### config.mk
export PLATFORM = sky130hd
export DESIGN_NAME = status_led_ws2812_symbol_encoder_flat
export DESIGN_NICKNAME = d
export VERILOG_FILES = /design/src/hdl/slws_pkg.sv /design/src/hdl/slws_req_if.sv /design/src/hdl/slws_sym_if.sv /design/src/hdl/slws_classify.sv /design/src/hdl/slws_serializer.sv /design/src/hdl/status_led_ws2812_symbol_encoder.sv /design/src/flat_wrapper.sv
export SDC_FILE = /design/constraint.sdc
export NUM_CORES = 1
export LEC_CHECK = 0
export BUFFER_PORTS_ARGS = -buffer_cell sky130_fd_sc_hd__buf_4
export CORE_MARGIN = 10
export CORE_UTILIZATION = 53
export DETAILED_ROUTE_END_ITERATION = 12
export HOLD_SLACK_MARGIN = 0.12
export PLACE_DENSITY_LB_ADDON = 0.25
export SLEW_MARGIN = 20
export SYNTH_ARGS = -nofsm -noshare
export SYNTH_HDL_FRONTEND = slang
export SYNTH_HIERARCHICAL = 1
export SYNTH_SLANG_ARGS = --single-unit
### constraint.sdc
create_clock -name clk -period 2.4 [get_ports clk]
set_input_delay 0.24 -clock clk [delete_from_list [all_inputs] [get_ports clk]]
set_output_delay 0.24 -clock clk [all_outputs]
set_load 0.005 [all_outputs]
### src/hdl/slws_pkg.sv
// shared types, constants and the colour table of the status led encoder
package slws_pkg;

    localparam int MaxNodesDefault = 8;
    localparam int TickW           = 15;
    localparam int CountW          = 4;
    localparam int StateW          = 2;
    localparam int CfgIdxW         = 3;
    localparam int FrameBits       = 24;
    localparam int SymCntW         = 5;
    localparam int PrevW           = 3;

    localparam logic [CfgIdxW-1:0] REG_NODES_EXPECTED = 3'd0;
    localparam logic [CfgIdxW-1:0] REG_ZERO_HIGH      = 3'd1;
    localparam logic [CfgIdxW-1:0] REG_ZERO_LOW       = 3'd2;
    localparam logic [CfgIdxW-1:0] REG_ONE_HIGH       = 3'd3;
    localparam logic [CfgIdxW-1:0] REG_ONE_LOW        = 3'd4;
    localparam logic [CfgIdxW-1:0] REG_LATCH          = 3'd5;

    localparam logic [StateW-1:0] LED_BOOT    = 2'd0;
    localparam logic [StateW-1:0] LED_NONE    = 2'd1;
    localparam logic [StateW-1:0] LED_PARTIAL = 2'd2;
    localparam logic [StateW-1:0] LED_ALL     = 2'd3;

    localparam logic [PrevW-1:0] PREV_NONE = 3'd4;

    typedef struct packed {
        logic                 start;
        logic [StateW-1:0]    led_state;
        logic [FrameBits-1:0] colour;
    } frame_cmd_t;

    typedef struct packed {
        logic [TickW-1:0] zero_high;
        logic [TickW-1:0] zero_low;
        logic [TickW-1:0] one_high;
        logic [TickW-1:0] one_low;
        logic [TickW-1:0] latch;
    } tick_cfg_t;

    // green, red, blue
    function automatic logic [FrameBits-1:0] colour_grb(input logic [StateW-1:0] st);
        logic [FrameBits-1:0] c;
        case (st)
            LED_BOOT:    c = {8'd0, 8'd0, 8'd16};
            LED_NONE:    c = {8'd0, 8'd20, 8'd0};
            LED_PARTIAL: c = {8'd8, 8'd18, 8'd0};
            LED_ALL:     c = {8'd18, 8'd0, 8'd0};
            default:     c = '0;
        endcase
        return c;
    endfunction

endpackage

### src/hdl/slws_req_if.sv
// request channel: poll ticks and clear requests
interface slws_req_if;
    logic                        valid;
    logic                        ready;
    logic                        req_type;
    logic                        master_ready;
    logic [slws_pkg::CountW-1:0] nodes_up;

    modport source (output valid, req_type, master_ready, nodes_up, input ready);
    modport sink   (input valid, req_type, master_ready, nodes_up, output ready);
endinterface

### src/hdl/slws_sym_if.sv
// symbol channel: pulse symbols toward the line driver
interface slws_sym_if;
    logic                        valid;
    logic                        ready;
    logic                        first_level;
    logic [slws_pkg::TickW-1:0]  first_ticks;
    logic                        second_level;
    logic [slws_pkg::TickW-1:0]  second_ticks;
    logic [slws_pkg::StateW-1:0] led_state;
    logic                        last_symbol;

    modport source (output valid, first_level, first_ticks, second_level, second_ticks,
                    led_state, last_symbol, input ready);
    modport sink   (input valid, first_level, first_ticks, second_level, second_ticks,
                    led_state, last_symbol, output ready);
endinterface

### src/hdl/slws_classify.sv
// link state classification, change detection and frame command
module slws_classify #(
    parameter int MAX_NODES = slws_pkg::MaxNodesDefault
) (
    input  logic                        clk,
    input  logic                        rst_n,
    input  logic                        take,
    input  logic                        req_type,
    input  logic                        master_ready,
    input  logic [slws_pkg::CountW-1:0] nodes_up,
    input  logic [slws_pkg::CountW-1:0] nodes_expected,
    output slws_pkg::frame_cmd_t        cmd
);
    import slws_pkg::*;

    localparam int CountMax = (1 << CountW) - 1;
    localparam int CapInt   = (MAX_NODES > CountMax) ? CountMax : MAX_NODES;
    localparam logic [CountW-1:0] LimitCap = CountW'(CapInt);

    logic [PrevW-1:0]  prev_reg;
    logic [PrevW-1:0]  prev_next;
    logic [CountW-1:0] limit;
    logic [StateW-1:0] st;

    always_comb
    begin
        limit = (nodes_expected > LimitCap) ? LimitCap : nodes_expected;
        if (!master_ready)
            st = LED_BOOT;
        else if (nodes_up == '0)
            st = LED_NONE;
        else if (nodes_up < limit)
            st = LED_PARTIAL;
        else
            st = LED_ALL;
    end

    always_comb
    begin
        cmd.start     = take && (req_type || ({1'b0, st} != prev_reg));
        cmd.led_state = req_type ? LED_BOOT : st;
        cmd.colour    = req_type ? '0 : colour_grb(st);
        prev_next     = (take && !req_type) ? {1'b0, st} : prev_reg;
    end

    always_ff @(posedge clk or negedge rst_n)
    begin
        if (!rst_n)
            prev_reg <= PREV_NONE;
        else
            prev_reg <= prev_next;
    end

endmodule

### src/hdl/slws_serializer.sv
// bit-serial frame shifter producing one pulse symbol per frame bit
module slws_serializer (
    input  logic                 clk,
    input  logic                 rst_n,
    input  slws_pkg::frame_cmd_t cmd,
    input  slws_pkg::tick_cfg_t  ticks,
    output logic                 idle,
    slws_sym_if.source           sym
);
    import slws_pkg::*;

    typedef enum logic [1:0] {
        S_IDLE = 2'b01,
        S_SEND = 2'b10
    } fsm_t;

    fsm_t                 fsm_reg, fsm_next;
    logic [FrameBits-1:0] shift_reg, shift_next;
    logic [SymCntW-1:0]   cnt_reg, cnt_next;
    logic [StateW-1:0]    state_reg, state_next;
    logic                 is_last;
    logic                 bit_now;

    assign idle    = (fsm_reg == S_IDLE);
    assign is_last = (cnt_reg == SymCntW'(FrameBits));
    assign bit_now = shift_reg[FrameBits-1];

    always_comb
    begin
        sym.valid        = (fsm_reg == S_SEND);
        sym.first_level  = !is_last;
        sym.first_ticks  = is_last ? ticks.latch : (bit_now ? ticks.one_high : ticks.zero_high);
        sym.second_level = 1'b0;
        sym.second_ticks = is_last ? '0 : (bit_now ? ticks.one_low : ticks.zero_low);
        sym.led_state    = state_reg;
        sym.last_symbol  = is_last;
    end

    always_comb
    begin
        fsm_next   = fsm_reg;
        shift_next = shift_reg;
        cnt_next   = cnt_reg;
        state_next = state_reg;
        case (fsm_reg)
            S_IDLE:
            begin
                if (cmd.start)
                begin
                    fsm_next   = S_SEND;
                    shift_next = cmd.colour;
                    state_next = cmd.led_state;
                    cnt_next   = '0;
                end
            end
            S_SEND:
            begin
                if (sym.ready)
                begin
                    if (is_last)
                        fsm_next = S_IDLE;
                    else
                    begin
                        shift_next = {shift_reg[FrameBits-2:0], 1'b0};
                        cnt_next   = cnt_reg + 1'b1;
                    end
                end
            end
            default:
                fsm_next = S_IDLE;
        endcase
    end

    always_ff @(posedge clk or negedge rst_n)
    begin
        if (!rst_n)
        begin
            fsm_reg <= S_IDLE;
            cnt_reg <= '0;
        end
        else
        begin
            fsm_reg <= fsm_next;
            cnt_reg <= cnt_next;
        end
    end

    always_ff @(posedge clk)
    begin
        shift_reg <= shift_next;
        state_reg <= state_next;
    end

endmodule

### src/hdl/status_led_ws2812_symbol_encoder.sv
// top level of the status led ws2812 symbol encoder
// Each accepted word is a poll or a clear request. A poll whose link state matches the
// last one kept produces nothing and the block stays ready. A poll with a new state,
// and every clear request, produces one frame of 25 symbols: 24 GRB data bits MSB first
// and a closing latch symbol flagged last_symbol. The frame leaves one bit per cycle
// from a 24-bit shift register while the sink holds ready high; the next word is taken
// the cycle after the last symbol goes out. Tick registers must be written only while
// no frame is in flight.
module status_led_ws2812_symbol_encoder #(
    parameter int MAX_NODES = slws_pkg::MaxNodesDefault
) (
    input  logic                         clk,
    input  logic                         rst_n,
    input  logic                         cfg_we,
    input  logic [slws_pkg::CfgIdxW-1:0] cfg_index,
    input  logic [slws_pkg::TickW-1:0]   cfg_data,
    slws_req_if.sink                     req_ch,
    slws_sym_if.source                   sym_ch
);
    import slws_pkg::*;

    logic [CountW-1:0] nodes_expected_reg;
    tick_cfg_t         ticks_reg;
    frame_cmd_t        cmd;
    logic              idle;
    logic              take;

    assign req_ch.ready = idle;
    assign take         = req_ch.valid && idle;

    always_ff @(posedge clk or negedge rst_n)
    begin
        if (!rst_n)
        begin
            nodes_expected_reg  <= 4'd8;
            ticks_reg.zero_high <= 15'd3;
            ticks_reg.zero_low  <= 15'd9;
            ticks_reg.one_high  <= 15'd6;
            ticks_reg.one_low   <= 15'd6;
            ticks_reg.latch     <= 15'd900;
        end
        else if (cfg_we)
        begin
            case (cfg_index)
                REG_NODES_EXPECTED: nodes_expected_reg  <= cfg_data[CountW-1:0];
                REG_ZERO_HIGH:      ticks_reg.zero_high <= cfg_data;
                REG_ZERO_LOW:       ticks_reg.zero_low  <= cfg_data;
                REG_ONE_HIGH:       ticks_reg.one_high  <= cfg_data;
                REG_ONE_LOW:        ticks_reg.one_low   <= cfg_data;
                REG_LATCH:          ticks_reg.latch     <= cfg_data;
                default:            ;
            endcase
        end
    end

    slws_classify #(
        .MAX_NODES (MAX_NODES)
    ) u_classify (
        .clk            (clk),
        .rst_n          (rst_n),
        .take           (take),
        .req_type       (req_ch.req_type),
        .master_ready   (req_ch.master_ready),
        .nodes_up       (req_ch.nodes_up),
        .nodes_expected (nodes_expected_reg),
        .cmd            (cmd)
    );

    slws_serializer u_serializer (
        .clk   (clk),
        .rst_n (rst_n),
        .cmd   (cmd),
        .ticks (ticks_reg),
        .idle  (idle),
        .sym   (sym_ch)
    );

    // no word taken while a frame is going out
    assert property (@(posedge clk) disable iff (!rst_n)
        (req_ch.valid && req_ch.ready) |-> !sym_ch.valid)
        else $error("word accepted during frame");

    // frame ends after the latch symbol is taken
    assert property (@(posedge clk) disable iff (!rst_n)
        (sym_ch.valid && sym_ch.ready && sym_ch.last_symbol) |=> !sym_ch.valid)
        else $error("frame continues past latch symbol");

    // latch symbol is low with no second part
    assert property (@(posedge clk) disable iff (!rst_n)
        (sym_ch.valid && sym_ch.last_symbol) |->
            (!sym_ch.first_level && sym_ch.second_ticks == '0))
        else $error("malformed latch symbol");

    // a frame starts only from a taken word
    assert property (@(posedge clk) disable iff (!rst_n)
        (!sym_ch.valid ##1 sym_ch.valid) |-> $past(take))
        else $error("frame without request");

endmodule
### src/flat_wrapper.sv
// flat-port wrapper written by rule: the top's interface ports become plain ports
module status_led_ws2812_symbol_encoder_flat import slws_pkg::*;
#(
    parameter int MAX_NODES = slws_pkg::MaxNodesDefault
)
  (clk, rst_n, cfg_we, cfg_index, cfg_data, req_ch_valid, req_ch_req_type, req_ch_master_ready, req_ch_nodes_up, req_ch_ready, sym_ch_valid, sym_ch_first_level, sym_ch_first_ticks, sym_ch_second_level, sym_ch_second_ticks, sym_ch_led_state, sym_ch_last_symbol, sym_ch_ready);
  slws_req_if req_ch_i ();
  slws_sym_if sym_ch_i ();
  input  logic clk;
  input  logic rst_n;
  input  logic cfg_we;
  input  logic [slws_pkg::CfgIdxW-1:0] cfg_index;
  input  logic [slws_pkg::TickW-1:0] cfg_data;
  input wire logic [$bits(req_ch_i.valid)-1:0] req_ch_valid;
  input wire logic [$bits(req_ch_i.req_type)-1:0] req_ch_req_type;
  input wire logic [$bits(req_ch_i.master_ready)-1:0] req_ch_master_ready;
  input wire logic [$bits(req_ch_i.nodes_up)-1:0] req_ch_nodes_up;
  output wire logic [$bits(req_ch_i.ready)-1:0] req_ch_ready;
  output wire logic [$bits(sym_ch_i.valid)-1:0] sym_ch_valid;
  output wire logic [$bits(sym_ch_i.first_level)-1:0] sym_ch_first_level;
  output wire logic [$bits(sym_ch_i.first_ticks)-1:0] sym_ch_first_ticks;
  output wire logic [$bits(sym_ch_i.second_level)-1:0] sym_ch_second_level;
  output wire logic [$bits(sym_ch_i.second_ticks)-1:0] sym_ch_second_ticks;
  output wire logic [$bits(sym_ch_i.led_state)-1:0] sym_ch_led_state;
  output wire logic [$bits(sym_ch_i.last_symbol)-1:0] sym_ch_last_symbol;
  input wire logic [$bits(sym_ch_i.ready)-1:0] sym_ch_ready;
  assign req_ch_i.valid = req_ch_valid;
  assign req_ch_i.req_type = req_ch_req_type;
  assign req_ch_i.master_ready = req_ch_master_ready;
  assign req_ch_i.nodes_up = req_ch_nodes_up;
  assign req_ch_ready = req_ch_i.ready;
  assign sym_ch_valid = sym_ch_i.valid;
  assign sym_ch_first_level = sym_ch_i.first_level;
  assign sym_ch_first_ticks = sym_ch_i.first_ticks;
  assign sym_ch_second_level = sym_ch_i.second_level;
  assign sym_ch_second_ticks = sym_ch_i.second_ticks;
  assign sym_ch_led_state = sym_ch_i.led_state;
  assign sym_ch_last_symbol = sym_ch_i.last_symbol;
  assign sym_ch_i.ready = sym_ch_ready;
  status_led_ws2812_symbol_encoder #(.MAX_NODES(MAX_NODES)) u_core (.clk(clk), .rst_n(rst_n), .cfg_we(cfg_we), .cfg_index(cfg_index), .cfg_data(cfg_data), .req_ch(req_ch_i), .sym_ch(sym_ch_i));
endmodule
### Word level (Yosys, flattened, before mapping)

Index checks and enable logic that the tools add are counted.

* bits in read-only memories: 0
* input bits: 29
* logic and storage cells: 71
* memory bits (writable): 0
* memories: 0
* register bits: 115
* latch bits: 0

* multiply operators: 0
* equality and inequality tests: 16
* shifts and indexed selects: 0
* order comparisons: 2
* bitwise gates (word level): 0
* $add $sub $neg: 1
* muxes and demuxes: 22
* div/mod/pow operators: 0
* reduce and logical (&&, ||, !) cells: 19

Operators by type and width (number)
* 24-bit 2-to-1 mux: 4
* 24-bit one-hot mux with 4 select lines: 1
* 15-bit 2-to-1 mux: 4
* 24-bit one-hot mux with 2 select lines: 1
* 5-bit 2-to-1 mux: 3
* 2-bit AND reduction: 7
* 2-bit 2-to-1 mux: 5
* 5-bit one-hot mux with 2 select lines: 1
* 2-bit == test (second input constant): 3
* 3-bit by 2-bit == test with 1-bit output (second input constant): 2
* 3-bit == test (second input constant): 2
* 2-bit by 1-bit != test with 1-bit output (second input constant): 3
* 5-bit by 1-bit adder with 5-bit output (second input constant): 1
* 5-bit == test (second input constant): 1
* 2-bit by 1-bit == test with 1-bit output (second input constant): 2
* 4-bit greater-than comparator (second input constant): 1
* 4-bit zero test: 1
* 4-bit < comparator: 1
* 4-bit 2-to-1 mux: 1
* 2-bit one-hot mux with 2 select lines: 1
* 4-bit AND reduction: 1
* 3-bit by 1-bit == test with 1-bit output (second input constant): 1
* 1-bit logical AND: 3
* 3-bit zero test: 1
* other kinds (8): 9

### Logic depth before layout (Yosys ltp)

Gate-level depths: netlist (run 1).

* word-level depth: 11
* depth in mapped cells: 12

### By module

Netlist (run 1), hierarchy kept.

Modules (own cells, without submodules)
* status_led_ws2812_symbol_encoder: times used 1, cells each 173, area each 3105.5 um2, seq. area each 1993.2 um2
* slws_serializer: times used 1, cells each 229, area each 2059.5 um2, seq. area each 957.2 um2
* slws_classify: times used 1, cells each 65, area each 518.0 um2, seq. area each 76.3 um2

### Least setup slack after synthesis (run 1)

No wires, ideal clock.

* path type: register to register
* from: register u_core.nodes_expected_reg[3]
* to: register u_core.u_serializer.shift_reg[0], enable pin
* path slack: -0.189 ns
* data required time: 2.047 ns
* stages on the path, launching flop included: 10
* data arrival time: 2.235 ns
* path through: dfstp_2 -> inv_1 -> ha_1 -> or3_4 -> a31o_1 -> a31oi_1 -> nand3b_1 -> inv_1 -> a31oi_4 -> inv_2

RTL lines
* start, declared: line status_led_ws2812_symbol_encoder.sv:22 `logic [CountW-1:0] nodes_expected_reg;`
* start signal, assigned: line status_led_ws2812_symbol_encoder.sv:45 `REG_NODES_EXPECTED: nodes_expected_reg <= cfg_data[CountW-1:0];`
* end signal, assigned: line slws_serializer.sv:90 `shift_reg <= shift_next;`
* end, declared: line slws_serializer.sv:18 `logic [FrameBits-1:0] shift_reg, shift_next;`

==> impl_metrics.csv, run 1 <==
group,metric,value,unit
run_status,outcome,"finished, violations left",
run_status,violations,"negative setup slack",
logic_synthesis,synth_warnings,6,
critical_path,crit_path_end_kind,"flip-flop",
cts,clk_latency,0.52,ns
finish,final_common_cell,"nand2_1",
critical_path,setup.worst_path.class,"flip-flop to flip-flop",
finish,largest_reg_flops,75,
cts,cts_htree_levels,4,
critical_path,slowest_delay,0.55,ns
finish,layout-drive-gt1-share,0.3973,
global_route,grt_pass1_wl,19980,um
timing,relSlewSlack,0.5761,
run,drv_cap,0,
finish,fin_util,0.7009,
timing,tightestPinTransition,0.6335,ns
critical_path,path_delay_family,"simple AND/OR/NAND/NOR gates",
routing,vias,3770,
critical_path,cp_data_arrival_time,2.69,ns
critical_path,critical_path.slowest_cell,"dfstp_2",
timing,rsz0062_at_grt,"true",
global_route,grt_pass1_vias,4024,
critical_path,cp_max_fo,6,
timing,period_needed,2.452,ns
timing,hold_viol_final,0,
placed_design,portBuffers,64,
finish,area_delta_synth_final,27.90,%
logic_synthesis,avgSynthCellArea,12.17,um2
cts,path_clk_slew,0.06,ns
cts,root_buffer,"clkbuf_8",
die,start_util,0.5480,
die,die_area,15260,um2
timing,fin_crit_sh,1.022,
die,rows,37,
cts,cts_buffers,17,
global_route,track_usage,0.1671,
critical_path,path_cells,"inv_4, ha_4, or3_4, buf_6, nand4_1, a31oi_2, nand3b_1, inv_2, a31oi_4, clkinvlp_4",
routing,drtIter0Drc,216,
pwr,power_leakage,0.003329,uW
global_route,grt_overflow_total,0,
placed_design,gp_congestion,0.7765,
critical_path,cp_num_buf_inv,4,
cts,clock_sinks,115,
timing,setup_viol,22,
global_route,antenna_found_initial,0,
logic_synthesis,syn_area,5683,um2
placed_design,place_hpwl,7509,um
min_path,min_path_type,"input port to asynchronous set/reset pin",
die,fp.dieW,123.6,um
routing,drc,0,
logic_synthesis,seq_area_frac_synth,0.5326,
timing,skew,0.005761,ns
finish,final_cell_mix,"88 x nand2_1, 80 x buf_4, 74 x dfrtp_1, 49 x mux2_2, 32 x mux2i_1",
logic_synthesis,yosysUniqueCellTypes,50,
routing,wirelength,12220,um
critical_path,startpoint_type,"flip-flop",
pwr,vdd.ir_drop.worst,0.7035,mV
die,ioPinCount,66,
pwr,finalPower,7316,uW
global_route,grt_start_max_net_pins,71,
die,die_height,123.6,um
logic_synthesis,ys_ff_latch,115,
die,core,10370,um2
pwr,cellPowerDensity,1007,nW/um2
routing,firstDrtPassIters,4,
timing,fmax,407.9,MHz
timing,drv_slew,0,
critical_path,crit_required,2.64,ns
logic_synthesis,syn_inst,467,
finish,diodes,0,
finish,nets,607,
routing,ant_nets,0,
cts,cts_tree,"built",
routing,wire_per_inst,16.97,um
cts,clockBufferDepth,2,
timing,worst_slack,-0.05170,ns
routing,viasPerCell,5.236,
## worst reg2reg max path: stages (launching register included)
cell and delay [ns]:
dfstp_2 0.55, inv_4 0.05, ha_4 0.21, or3_4 0.38
buf_6 0.13, nand4_1 0.07, a31oi_2 0.09, nand3b_1 0.14
inv_2 0.07, a31oi_4 0.24, clkinvlp_4 0.24
## final cells by class
class / instances / area, um2
Fill cell: 721 / 3102
Tap cell: 136 / 170.2
Clock buffer: 23 / 488.0
Multi-Input combinational cell: 313 / 2446
Clock inverter: 9 / 123.9
Timing Repair inverter: 3 / 30.03
Inverter: 12 / 55.05
Sequential cell: 115 / 3027
Timing Repair Buffer: 109 / 928.4
## power breakdown
part	switching, uW	internal, uW
logic	905	1050
clock network	852	1720
registers	224	2570
total	1980	5330
## path summary, 6_finish.rpt
check / start / endpoint / slack, ns / cells after the start
min in group clk: cfg_index[2] / u_core/nodes_expected_reg[0] / 0.16 / 3
max in group asynchronous: rst_n / u_core/ticks_reg[31] / 1.55 / 3
worst max register to register: u_core/nodes_expected_reg[3] / u_core/u_serializer/shift_reg[23] / -0.05 / 10
worst min register to register: u_core/ticks_reg[73] / u_core/ticks_reg[73] / 0.49 / 1
worst min-delay path: rst_n / u_core/ticks_reg[66] / 0.15 / 2
worst max-delay path: u_core/nodes_expected_reg[3] / u_core/u_serializer/shift_reg[23] / -0.05 / 10
## cells by family after synthesis
family	share of synthesized area
AND/OR/NAND/NOR	0.1213
flip-flops	0.5326
multiplexers	0.2261
buffers and inverters	0.06165
AO/OA/AOI/OAI	0.04007
adder cells (fa/ha/maj)	0.01541
other	0.001321
XOR/XNOR	0.001541
## per-stage QoR
step	TNS, ns	hold WS [ns]	area, um2	setup WS [ns]	std cells
after detailed placement	-2.637	0.1432	6260	-0.1078	657
final	-0.6806	0.1545	7268	-0.05170	720
after CTS	-0.4563	0.1403	7189	-0.05372	718
after global placement	-1.250	0.1423	6260	-0.05127	657
after global routing	-2.039	0.1485	7268	-0.1159	720
after floorplan	0	-0.05559	5748	0.01461	483
## timing repair
action | in CTS | in global routing
setup endpoints to repair | 30 | 32
resized for setup | 12 | 15
hold endpoints to repair | 161 | 0
hold buffers | 20 | 0
cloned | 3 | 0
pin swaps | 2 | 6
buffers inserted | 7 | 4
## synthesized netlist by cell type (all sizes together)
master   number  area share
nand3         3      0.0026
nand4b        2      0.0053
a21oi         1     0.00088
mux2         79        0.17
o2bb2ai       2      0.0031
o41ai         1      0.0029
and4bb        3      0.0066
nor4b         2      0.0053
xnor2         1      0.0015
inv          12      0.0079
a211oi        1      0.0013
nand2b        3      0.0033
nor3          1     0.00088
o22ai         1      0.0011
o211ai        2      0.0035
nor2b         5      0.0055
a32o          1      0.0018
dfrtp        74        0.33
and2          3      0.0033
or2           1      0.0011
nand3b        3      0.0040
nor4          1      0.0011
a31oi         2      0.0048
nand4         2      0.0022
o21bai        1      0.0013
mux2i        32       0.056
or3           2      0.0031
clkbuf        3      0.0020
and4b         1      0.0018
buf          40       0.052
o31ai         1      0.0013
nand2        89       0.059
nor2         22       0.015
or4           1      0.0020
a31o          1      0.0015
conb          2      0.0013
edfxtp       26        0.14
o21ai        18       0.017
dfstp        15       0.069
ha            7       0.015
## metal layers
layer | routed length [um] | share of wire | global-route usage
met4 | 230 | 0.019 | 0.06550
met5 | 0 | 0 | 0
met1 | 5461 | 0.45 | 0.2029
met2 | 6001 | 0.49 | 0.2813
met3 | 524 | 0.043 | 0.04011
(Power assumes the default switching activity.)
==> inputs of run 2 (changes only) <==
ABC_AREA = 1   (was not set)
==> impl_metrics.csv, run 2 <==
group,metric,value,unit
cts,root_buffer,"clkbuf_8",
cts,clk_latency,0.52,ns
critical_path,cp_data_arrival_time,2.62,ns
placed_design,portBuffers,64,
pwr,power_frac_comb,0.291,
run,drv_cap,0,
pwr,power.switching,2486,uW
die,die_height,123.9,um
min_path,hold_start,"req_ch_valid",
timing,tightestPinTransition,0.7808,ns
timing,hold_ws,0.1360,ns
finish,final_cell_mix,"353 x nand2_1, 77 x buf_4, 74 x dfrtp_1, 55 x nand3_1, 35 x nor2_1",
logic_synthesis,seq_area_frac_synth,0.5294,
logic_synthesis,synthMuxAreaShare,0,
routing,drtIter0Drc,429,
pwr,power_leakage,0.003699,uW
logic_synthesis,yosys.area.top_type,"dfrtp_1",
pwr,vdd.ir_drop.worst,0.7744,mV
critical_path,startpoint,"u_core/nodes_expected_reg[3]",
pwr,cellPowerDensity,1079,nW/um2
finish,nets,843,
logic_synthesis,synthFlopType,"dfrtp_1",
critical_path,crit_required,2.68,ns
timing,skew,0.01131,ns
critical_path,cpMostUsedCell,"nand2_1",
critical_path,slowest_delay,0.55,ns
logic_synthesis,synth_top_area_share,0.3239,
die,die_area,15340,um2
cts,path_clk_slew,0.06,ns
logic_synthesis,synthAdderAreaFrac,0.01532,
critical_path,path_cells,"inv_4, nand2_4, ha_4, nand2_1, nand2_1, nand2_1, nand3_2, nand3_2, nand2_1, nor2_2, nor2_1, inv_1, nand2_1, nand2_1, inv_2, nand2_4, clkinvlp_4, clkbuf_16",
min_path,min_path_type,"input port to flip-flop",
timing,setup_viol,0,
finish,diodes,0,
logic_synthesis,synthTopCellsByCount,"356 x nand2_1, 74 x dfrtp_1, 56 x nand3_1",
logic_synthesis,async_flop_share,0.7739,
timing,drv_slew,0,
logic_synthesis,synth_edf_count,26,
finish,layout-drive-gt1-share,0.2073,
run_status,outcome,"finished clean",
routing,wire_per_inst,15.72,um
finish,fin_util,0.6932,
routing,vias,5044,
cts,cts_htree_levels,4,
logic_synthesis,synthSimpleGateAreaFrac,0.3368,
global_route,grt_pass1_vias,5019,
logic_synthesis,yosysUniqueCellTypes,27,
routing,ant_nets,0,
timing,fmax,427.9,MHz
finish,largest_reg_flops,75,
die,start_util,0.5488,
critical_path,crit_path_end_kind,"flip-flop",
logic_synthesis,syn_area,5717,um2
routing,wirelength,15030,um
logic_synthesis,ys_ff_latch,115,
placed_design,placed_cells,897,
logic_synthesis,synth.area.top_cells,"dfrtp_1 32%, nand2_1 23%, edfxtp_1 14%",
routing,viasPerCell,5.276,
pwr,pwr-share-seq,0.372,
timing,hold_viol_final,0,
cts,clockBufferDepth,2,
pwr,clockPowerShare,0.337,
critical_path,cp_max_fo,6,
timing,fin_crit_sh,0.9739,
routing,drc,0,
cts,clock_sinks,115,
die,ioPinCount,66,
logic_synthesis,synth_warnings,6,
logic_synthesis,syn_inst,721,
logic_synthesis,avgSynthCellArea,7.929,um2
die,fp.dieW,123.9,um
cts,cts_tree,"built",
die,rows,37,
logic_synthesis,synth.most_common_cell,"nand2_1",
routing,firstDrtPassIters,6,
pwr,internal_power,5302,uW
critical_path,setup.worst_path.class,"flip-flop to flip-flop",
pwr,swShare,0.3192,
critical_path,rrSetupSlack,0.06,ns
critical_path,worstReg2RegStart,"u_core/nodes_expected_reg[3]",
logic_synthesis,synth_top_family_by_area,"simple AND/OR/NAND/NOR gates",
finish,final_common_cell,"nand2_1",
placed_design,place_hpwl,9406,um
critical_path,startpoint_type,"flip-flop",
finish,n_fill_cell,798,
timing,period_needed,2.337,ns
logic_synthesis,synth_compound_area_frac,0.03480,
critical_path,critical_path.slowest_cell,"dfstp_2",
logic_synthesis,synth-xor-area-share,0.001532,
timing,relSlewSlack,0.4789,
global_route,grt_start_max_net_pins,48,
global_route,track_usage,0.1986,
placed_design,gp_congestion,0.7937,
finish,area_delta_synth_final,26.31,%
global_route,antenna_found_initial,0,
global_route,grt_pass1_wl,24260,um
finish,final_cells,956,
cts,cts_buffers,17,
die,core,10420,um2
global_route,grt_overflow_total,0,
run 2: cell types whose count changed after synthesis, sizes merged, moves of 4 or more:
cell	before	now
a21oi	1	18
a31oi	2	15
buf	40	44
clkbuf	3	8
inv	12	37
mux2	79	0
mux2i	32	0
nand2	89	366
nand3	3	58
nor2	22	44
nor2b	5	0
o21ai	18	3
run 2: worst max-delay path, delay by kind of cell (launching register included):
kind | cells | cell delay, ns
and+or+nand+nor | 12 | 0.81
DFF | 1 | 0.55
buffers and inverters | 5 | 0.53
adders and majority gates | 1 | 0.19
run 2: cell type report:
class / instances / area, um2 / area share
clock buffers: 19 / 452.9 / 0.06273
clock inverters: 13 / 168.9 / 0.02339
inverters: 38 / 151.4 / 0.02097
multi-input cells: 533 / 2386 / 0.3304
flip-flops and latches: 115 / 3027 / 0.4192
well taps: 136 / 170.2 / 0.02357
repair buffers: 102 / 864.6 / 0.1197
run 2: cell families after synthesis:
kind of cell | Yosys count
adder cells (fa/ha/maj) | 7
flip-flops | 115
XOR/XNOR | 1
AND/OR/NAND/NOR | 470
AO/OA/AOI/OAI | 36
buffers and inverters | 90
other | 2
run 2: worst paths after layout:
| check | to | cells after the start |
|---|---|---|
| min in group asynchronous | u_core/ticks_reg[28] | 2 |
| setup reg to reg | u_core/u_serializer/shift_reg[16] | 18 |
| hold / removal | u_core/u_classify/prev_reg[2] | 6 |
| setup / recovery | u_core/u_serializer/shift_reg[16] | 18 |
| hold reg to reg | u_core/u_classify/prev_reg[2] | 2 |
| max in group asynchronous | u_core/nodes_expected_reg[3] | 3 |
run 2: stage by stage:
step	setup WS (ns)	TNS, ns	total power (uW)	cell area [um2]
3_3_place_gp	0.1034	0	4874	6230
6_report	0.06274	0	7788	7221
4_1_cts	0.03322	0	7621	7071
2_1_floorplan	0.06514	0	4065	5781
3_5_place_dp	0.07387	0	4947	6230
5_1_grt	-0.03976	-0.6933	8228	7221
run 2: per-layer routing:
metal,routed length [um],GRT usage
met5,0,0
met4,264,0.07860
met3,1256,0.04615
met2,7374,0.3371
met1,6134,0.2394
run 2: repair_timing:
action / 4_1_cts / 5_1_grt
buffers inserted: 0 / 3
gates resized for setup: 1 / 17
cloned: 0 / 3
pin swaps: 0 / 6
endpoints found under the hold margin: 127 / 0
hold buffers: 21 / 0
endpoints found under the setup margin: 15 / 39
run 2: power by group through the flow:
| stage | Sequential (uW) | Clock [uW] | Combinational [uW] |
|---|---|---|---|
| floorplan | 2860 | 0 | 1210 |
| global placement | 2900 | 0 | 1980 |
| detailed placement | 2910 | 0 | 2030 |
| CTS | 2890 | 2650 | 2080 |
| global route | 2950 | 2750 | 2530 |
| finish | 2900 | 2620 | 2260 |
